## config.mk

```make
export PLATFORM = sky130hd
export DESIGN_NAME = bbf_ctrl
export DESIGN_NICKNAME = d
export VERILOG_FILES = /design/src/design/bbf_pkg.sv /design/src/design/bbf_ctrl.sv
export SDC_FILE = /design/constraint.sdc
export NUM_CORES = 1
export LEC_CHECK = 0
export BUFFER_PORTS_ARGS = -buffer_cell sky130_fd_sc_hd__buf_2
export CAP_MARGIN = 10
export CORE_AREA = 2 2 39 41
export DETAILED_ROUTE_END_ITERATION = 6
export DIE_AREA = 0 0 41 43
export PLACE_DENSITY = 0.44
export SLEW_MARGIN = 10
export SYNTH_ARGS = -nofsm -noshare
export SYNTH_HDL_FRONTEND = slang
export SYNTH_SLANG_ARGS = --single-unit
```

## constraint.sdc

```tcl
create_clock -name i_clk -period 1.2 [get_ports i_clk]
set_input_delay 0.12 -clock i_clk [delete_from_list [all_inputs] [get_ports i_clk]]
set_output_delay 0.12 -clock i_clk [all_outputs]
set_load 0.02 [all_outputs]
```

## src/design/bbf_pkg.sv

```systemverilog
// Package for the blocked Bloom filter: widths, function codes and the
// command/status structs between controller and datapath. No dependencies.
`timescale 1ns / 1ps

package bbf_pkg;

    localparam int MAX_WORDS   = 1024;
    localparam int ADDR_W      = $clog2(MAX_WORDS);
    localparam int WORD_W      = 64;
    localparam int KEY_W       = 64;
    localparam int FUNC_W      = 3;
    localparam int SIZE_W      = 4;
    localparam int POS_W       = 6;
    localparam int KEY_IDX_LSB = 24;
    localparam int SIZE_MIN    = 2;
    localparam int SIZE_MAX    = ADDR_W;

    localparam logic [SIZE_W-1:0] SIZE_RESET = SIZE_W'(10);

    typedef enum logic [FUNC_W-1:0] {
        FN_INSERT = 3'd0,
        FN_QUERY  = 3'd1,
        FN_WRITE  = 3'd2,
        FN_MERGE  = 3'd3,
        FN_READ   = 3'd4
    } t_func;

    // Controller to datapath
    typedef struct packed {
        logic clr;     // zero the word at the clear pointer
        logic accept;  // latch the input beat
        logic rd;      // read the addressed word
        logic exec;    // update word (insert/write/merge), load result reg
    } t_cmd;

    // Datapath to controller
    typedef struct packed {
        logic clr_last; // clear pointer at the final word
    } t_sts;

endpackage

```

## src/design/bbf_ctrl.sv

```systemverilog
// Controller of the blocked Bloom filter: clear pass, then accept/read/update
// sequencing and the result valid flag. Depends on bbf_pkg.
`timescale 1ns / 1ps

module bbf_ctrl (
    input  logic          i_clk,
    input  logic          i_rst_n,
    input  logic          i_in_valid,
    output logic          o_in_ready,
    output logic          o_out_valid,
    input  logic          i_out_ready,
    output bbf_pkg::t_cmd o_cmd,
    input  bbf_pkg::t_sts i_sts
);
    import bbf_pkg::*;

    typedef enum logic [3:0] {
        S_CLEAR = 4'b0001,
        S_IDLE  = 4'b0010,
        S_READ  = 4'b0100,
        S_EXEC  = 4'b1000
    } t_state;

    t_state r_state, n_state;
    logic   r_out_valid, n_out_valid;
    logic   slot_free;

    assign slot_free   = !r_out_valid || i_out_ready;
    assign o_in_ready  = (r_state == S_IDLE);
    assign o_out_valid = r_out_valid;

    always_comb begin
        n_state      = r_state;
        o_cmd        = '0;
        n_out_valid  = r_out_valid && !i_out_ready;
        unique case (r_state)
            S_CLEAR: begin
                o_cmd.clr = 1'b1;
                if (i_sts.clr_last) begin
                    n_state = S_IDLE;
                end
            end
            S_IDLE: begin
                if (i_in_valid) begin
                    o_cmd.accept = 1'b1;
                    n_state      = S_READ;
                end
            end
            S_READ: begin
                o_cmd.rd = 1'b1;
                n_state  = S_EXEC;
            end
            S_EXEC: begin
                // hold until the result register is free
                if (slot_free) begin
                    o_cmd.exec  = 1'b1;
                    n_out_valid = 1'b1;
                    n_state     = S_IDLE;
                end
            end
            default: n_state = S_CLEAR;
        endcase
    end

    always_ff @(posedge i_clk) begin
        if (!i_rst_n) begin
            r_state     <= S_CLEAR;
            r_out_valid <= 1'b0;
        end else begin
            r_state     <= n_state;
            r_out_valid <= n_out_valid;
        end
    end

`ifndef SYNTH
    a_no_accept_in_clear: assert property (@(posedge i_clk) disable iff (!i_rst_n)
        (r_state == S_CLEAR) |-> !o_in_ready)
        else $error("input accepted during clear pass");

    a_no_overwrite: assert property (@(posedge i_clk) disable iff (!i_rst_n)
        o_cmd.exec |-> (!r_out_valid || i_out_ready))
        else $error("pending result overwritten");

    a_accept_then_read: assert property (@(posedge i_clk) disable iff (!i_rst_n)
        (i_in_valid && o_in_ready) |=> o_cmd.rd)
        else $error("accepted beat not followed by store read");

    a_read_then_exec: assert property (@(posedge i_clk) disable iff (!i_rst_n)
        o_cmd.rd |=> (r_state == S_EXEC))
        else $error("store read not followed by update");
`endif

endmodule

```

==> flow_metrics.env, run 1 <==
export IMPL_drive_above_1_share_pct=73.1
export IMPL_yosysMostFrequentCell="dfxtp_1"
export IMPL_critPathCaptureType="output port"
export IMPL_io_pins=11
export IMPL_fillers=136
export IMPL_worst_setup_path_start_kind="flip-flop"
export IMPL_io_buffers=10
export IMPL_clk_pin_slew_worst_paths_ps=40
export IMPL_fmax_mhz=756
export IMPL_synth_cell_area_um2=292
export IMPL_grt_pass1_wl_um=1370
export IMPL_cts_root_buffer="clkbuf_4"
export IMPL_ys_ff_latch=5
export IMPL_synth_top_area_share_pct=34.3
export IMPL_hold_class="in -> reg"
export IMPL_arrival_ps=1200
export IMPL_holdPathStages=2
export IMPL_initialDrtViolationCount=3
export IMPL_start_util_pct=21.1
export IMPL_cp_max_fo=5
export IMPL_vias=304
export IMPL_die_height_um=43
export IMPL_critPathRequiredTime_ps=1080
export IMPL_cts_buffer_depth=2
export IMPL_ys_seq_area_share_pct=34.3
export IMPL_hpwl_um=568
export IMPL_clock_latency_ps=240
export IMPL_dp_slack_ps=4.15
export IMPL_first_pass_iters=2
export IMPL_rsz0062_at_grt="true"
export IMPL_avgSynthCellArea_um2=9.72
export IMPL_hold_violations=0
export IMPL_drc_errors=0
export IMPL_nets=58
export IMPL_grt_usage_pct=11.9
export IMPL_synth_area_leaders="dfxtp_1, nor4b_2, a2111oi_2, nor2_1, nor2b_1"
export IMPL_drtAntennaViolNets=0
export IMPL_ir_worst_vdd_mv=0.341
export IMPL_postCtsHoldBufs=0
export IMPL_cts_num_sinks=5
export IMPL_diodes=0
export IMPL_slew_headroom_pct=83.7
export IMPL_layout_min_cycle_time_ps=1320
export IMPL_setup_viol=5
export IMPL_p_leak_nw=0.233
export IMPL_grt_max_degree=7
export IMPL_wl_um=838
export IMPL_postSynth_asyncResetShare_pct=0
export IMPL_violations="negative setup slack"
export IMPL_die_width_um=41
export IMPL_fin_worst_skew_ps=0.340
export IMPL_drt_wirelength_per_cell_um=12.3
export IMPL_maxCapViolations=0
export IMPL_outcome="finished with violations"
export IMPL_ff2ff_path_depth=5
export IMPL_synth_area_leader_cell="dfxtp_1"
export IMPL_h_tree_depth=1
export IMPL_synth_ff_type="dfxtp_1"
export IMPL_timing_final_crit_share_pct=110
export IMPL_tightest_slew_ps=244
export IMPL_synth_fp_nets=35
export IMPL_rows=14
export IMPL_fp_dieArea_um2=1760
export IMPL_ys_types=19
export IMPL_synth_edf_count=0
export IMPL_worstSetupPathType="reg -> out"
export IMPL_syn_inst=30
export IMPL_area_growth_pct=90.6
export IMPL_ys_warn_count=0
export IMPL_grt_overflow=0
export IMPL_core_um2=1380
export IMPL_place_congestion=0.786
export IMPL_fin_util_pct=40.1
export IMPL_drt_vias_per_instance=4.47
export IMPL_cts_buffers=3
export IMPL_cts_tree="done"
export IMPL_setup_ws_ps=-123
export IMPL_antenna_found_initial=0
export IMPL_powerDensity_nw_per_um2=836
export IMPL_slew_violations=0
export IMPL_first_global_vias=317
export IMPL_synthTopCellsByCount="dfxtp_1, nor2_1, nor4b_2"
registers in the layout, summed over array words and instances, names as in the netlist:
name         cells
o_out_valid      1
r_state          4
stage by stage:
step	hold slack [ps]	cells	instance area, um^2	total power, mW	setup TNS [ps]
2_1_floorplan	191	30	314	0.226	-148
3_3_place_gp	327	59	405	0.243	0
3_5_place_dp	325	59	405	0.244	0
4_1_cts	72.9	67	528	0.470	-578
5_1_grt	103	68	556	0.498	-807
6_report	108	68	556	0.464	-483
cell families (layout without fill, tap and decap cells):
kind of cell	after synthesis	after routing	share of synthesized area (%)
xor+xnor	1	1	3.00
compound gates	4	4	12.4
simple gates	16	16	40.8
flops	5	5	34.3
buf+inv	4	26	9.44
worst max-delay path, cell delays in order (launching register included):
cell and delay (ps):
dfxtp_4 370, nor4b_4 290, nor2b_4 190, buf_6 120
final timing paths:
| path | from | endpoint | slack (ps) |
|---|---|---|---|
| worst max-delay path | r_state[0] | o_cmd[0] | -120 |
| worst max register to register | r_state[1] | r_state[0] | 20 |
| worst min-delay path | i_rst_n | r_state[0] | 110 |
| worst min register to register | r_state[3] | r_state[2] | 630 |
layout by cell type, fill, tap and decap left out, types with 2 or more instances in the layout:
cell type | Yosys | final
buf_4 | 1 | 10
buf_2 | 1 | 6
buf_6 | 1 | 5
nor4b_4 | 0 | 4
nor2_1 | 4 | 4
clkbuf_4 | 0 | 3
dfxtp_4 | 0 | 3
nor3_1 | 2 | 2
final cells by class:
class	instances	area, um^2	share of cell area [%]
Clock buffer	4	26.3	4.73
Inverter	1	3.75	0.676
Multi-Input combinational cell	21	231	41.7
Sequential cell	5	113	20.3
Tap cell	16	20.0	3.60
Timing Repair Buffer	21	161	29.1
report_power, final:
group / switching [mW] / internal, mW
Combinational: 0.0362 / 0.0513
Sequential: 0.0127 / 0.169
Clock: 0.0692 / 0.126
Total: 0.118 / 0.346
repair_timing:
action	in CTS	in global routing
pin swaps	5	8
resized for setup	18	5
gates cloned	0	0
setup buffers	4	1
setup endpoints to repair	5	8
layer usage:
metal	share of wire, %	track usage (%)	vias to the layer above
li1	-	-	154
met1	39	13.6	140
met2	54	17.2	8
met3	5.4	3.14	2
met4	1.3	10.0	0
met5	0	0	-
Power figures use the tool's default switching activity.
==> run 2: changes to the inputs <==
--- a/config.mk
+++ b/config.mk
@@ -5,12 +5,13 @@
 export SDC_FILE = /design/constraint.sdc
 export NUM_CORES = 1
 export LEC_CHECK = 0
+export ABC_AREA = 1
 export BUFFER_PORTS_ARGS = -buffer_cell sky130_fd_sc_hd__buf_2
 export CAP_MARGIN = 10
 export CORE_AREA = 2 2 39 41
 export DETAILED_ROUTE_END_ITERATION = 6
 export DIE_AREA = 0 0 41 43
-export PLACE_DENSITY = 0.44
+export PLACE_DENSITY = 0.42
 export SLEW_MARGIN = 10
 export SYNTH_ARGS = -nofsm -noshare
 export SYNTH_HDL_FRONTEND = slang
==> run 2 against run 1 <==
Compared with the run above:
- the run still ends with negative setup slack left
- final area is 21% lower
- worst setup slack better by 96 ps
- core utilization is 8.5 points lower
- routed wire length is 26% lower
- sequential share of layout area is 4.6 points higher
- maximum frequency is 7.8% higher
- register-to-register slack better by 150 ps
- power is 31% higher
- critical path depth is 2 higher
- hold slack worse by 23 ps
- critical path type unchanged
- critical endpoint is now o_cmd[2]
==> flow_metrics.env, run 2 <==
export IMPL_hold_class="in -> reg"
export IMPL_cp_max_fo=3
export IMPL_fp_dieArea_um2=1760
export IMPL_vias=314
export IMPL_tightest_slew_ps=206
export IMPL_clk_pin_slew_worst_paths_ps=40
export IMPL_fin_worst_skew_ps=1.77
export IMPL_cts_buffer_depth=2
export IMPL_antenna_found_initial=0
export IMPL_synth_fp_nets=46
export IMPL_worstSetupPathType="reg -> out"
export IMPL_synth_edf_count=0
export IMPL_setup_ws_ps=-26.9
export IMPL_use_met1_pct=9.29
export IMPL_nets=62
export IMPL_ir_worst_vdd_mv=0.445
export IMPL_switching_share_pct=34.1
export IMPL_fmax_mhz=815
export IMPL_synthTopCellsByCount="inv_1, nand3_1, nor2_1"
export IMPL_largest_reg_flops=4
export IMPL_cts_buffers=3
export IMPL_grtUsageMet3_pct=3.14
export IMPL_yosysMostFrequentCell="inv_1"
export IMPL_core_um2=1380
export IMPL_placed_area_um2=335
export IMPL_powerDensity_nw_per_um2=1390
export IMPL_clock_latency_ps=240
export IMPL_drt_wirelength_per_cell_um=8.56
export IMPL_crit_slowest_cell="dfxtp_4"
export IMPL_power_switching_mw=0.207
export IMPL_outcome="finished with violations"
export IMPL_drt_vias_per_instance=4.36
export IMPL_ys_warn_count=0
export IMPL_arrival_ps=1110
export IMPL_wl_um=616
export IMPL_synth_cell_area_um2=265
export IMPL_grt_usage_pct=8.02
export IMPL_p_leak_nw=0.218
export IMPL_final_cell_mix="inv_1, nand3_1, buf_2"
export IMPL_drtAntennaViolNets=0
export IMPL_synth_area_leaders="dfxtp_1, inv_1, nand3_1, nor2_2, nor2_1"
export IMPL_slew_headroom_pct=86.2
export IMPL_worst_setup_path_start_kind="flip-flop"
export IMPL_violations="negative setup slack"
export IMPL_syn_inst=41
export IMPL_first_pass_iters=6
export IMPL_io_buffers=10
export IMPL_drc_errors=0
export IMPL_rsz0062_at_grt="true"
export IMPL_ys_seq_area_share_pct=37.7
export IMPL_place_congestion=0.718
export IMPL_p_comb_share_pct=32.0
export IMPL_die_height_um=43
export IMPL_grt_overflow=0
export IMPL_critPathRequiredTime_ps=1080
export IMPL_slew_violations=0
export IMPL_start_util_pct=19.2
export IMPL_pwr_share_seq_pct=35.7
export IMPL_timing_final_crit_share_pct=102
export IMPL_drive_above_1_share_pct=57.1
export IMPL_cts_num_sinks=5
export IMPL_diodes=0
export IMPL_rows=14
export IMPL_grt_busiest_layer="met4"
export IMPL_die_width_um=41
export IMPL_grt_pass1_wl_um=869
export IMPL_synth_top_area_share_pct=37.7
export IMPL_worst_path_buf_inv=2
export IMPL_h_tree_depth=1
export IMPL_grt_max_degree=5
export IMPL_io_pins=11
export IMPL_cts_tree="done"
export IMPL_use_met2_pct=9.38
export IMPL_pwr_share_clk_pct=32.3
export IMPL_hpwl_um=468
export IMPL_fin_util_pct=31.6
export IMPL_hold_violations=0
export IMPL_initialDrtViolationCount=4
export IMPL_cts_root_buffer="clkbuf_4"
export IMPL_final_common_cell="inv_1"
export IMPL_fillers=155
export IMPL_regMostFlops="r_state"
export IMPL_ys_ff_latch=5
export IMPL_setup_viol=1
export IMPL_layout_min_cycle_time_ps=1230
export IMPL_path_delay_family="flip-flops"
export IMPL_p_int_mw=0.401
export IMPL_ys_types=10
export IMPL_area_growth_pct=65.1
export IMPL_critPathCaptureType="output port"
export IMPL_slowest_delay_ps=380
export IMPL_finalInstanceArea_um2=438
export IMPL_crit_chain="inv_2, nor2_4, nand2_2, nor2_2, buf_6"
export IMPL_avgSynthCellArea_um2=6.47
export IMPL_first_global_vias=241
export IMPL_maxCapViolations=0
export IMPL_postSynth_asyncResetShare_pct=0
export IMPL_synth_area_leader_cell="dfxtp_1"
export IMPL_synth_ff_type="dfxtp_1"
[run 2: final cells by class]
type                            count  area, um^2  share of cell area [%]
Multi-Input combinational cell     25         164                    37.4
Inverter                           11        41.3                    9.43
Timing Repair Buffer               11        77.6                    17.7
Tap cell                           16        20.0                    4.57
Clock buffer                        4        26.3                    6.00
Sequential cell                     5         109                    24.9
[run 2: logic make-up after synthesis]
group           count (synthesis)  share of synthesized area, %
compound gates                  2                          3.77
buf+inv                        11                          15.6
simple gates                   23                          42.9
flops                           5                          37.7
[run 2: repair_timing]
action	CTS	global route
pin swaps	0	2
buffers inserted	1	0
endpoints found under the setup margin	5	5
hold buffers	0	0
resized for setup	10	16
[run 2: power by group through the flow]
| stage | sequential, mW | combinational, mW | clock [mW] |
|---|---|---|---|
| floorplan | 0.195 | 0.104 | 0 |
| global placement | 0.197 | 0.146 | 0 |
| detailed placement | 0.197 | 0.141 | 0 |
| CTS | 0.201 | 0.158 | 0.201 |
| global route | 0.221 | 0.216 | 0.208 |
| finish | 0.217 | 0.195 | 0.196 |
[run 2: through the flow]
stage               TNS, ps  setup slack, ps  cells  power [mW]  hold WS, ps
floorplan                 0              204     41       0.299          205
global placement          0              141     67       0.342          341
detailed placement        0              168     67       0.338          344
CTS                   -2.76            -2.76     72       0.561         89.4
global route           -144            -80.4     72       0.645          116
finish                -26.9            -26.9     72       0.608         85.3
[run 2: routing by layer]
metal / wire (um) / share of wire [%]
met1: 271 / 44
met2: 278 / 45
met4: 27 / 4.4
met5: 0 / 0
met3: 38 / 6.2
[run 2: worst register-to-register path: cells and delay by family (launching register included)]
kind	cells	cell delay, ps
buf+inv	2	190
simple gates	4	350
flops	1	380
[run 2: final timing paths]
check	from	endpoint	slack [ps]	cells after the start
min reg2reg	o_out_valid	o_out_valid	550	4
max reg2reg	r_state[1]	r_state[0]	170	6
min	i_rst_n	r_state[0]	90	2
max	r_state[1]	o_cmd[2]	-30	5
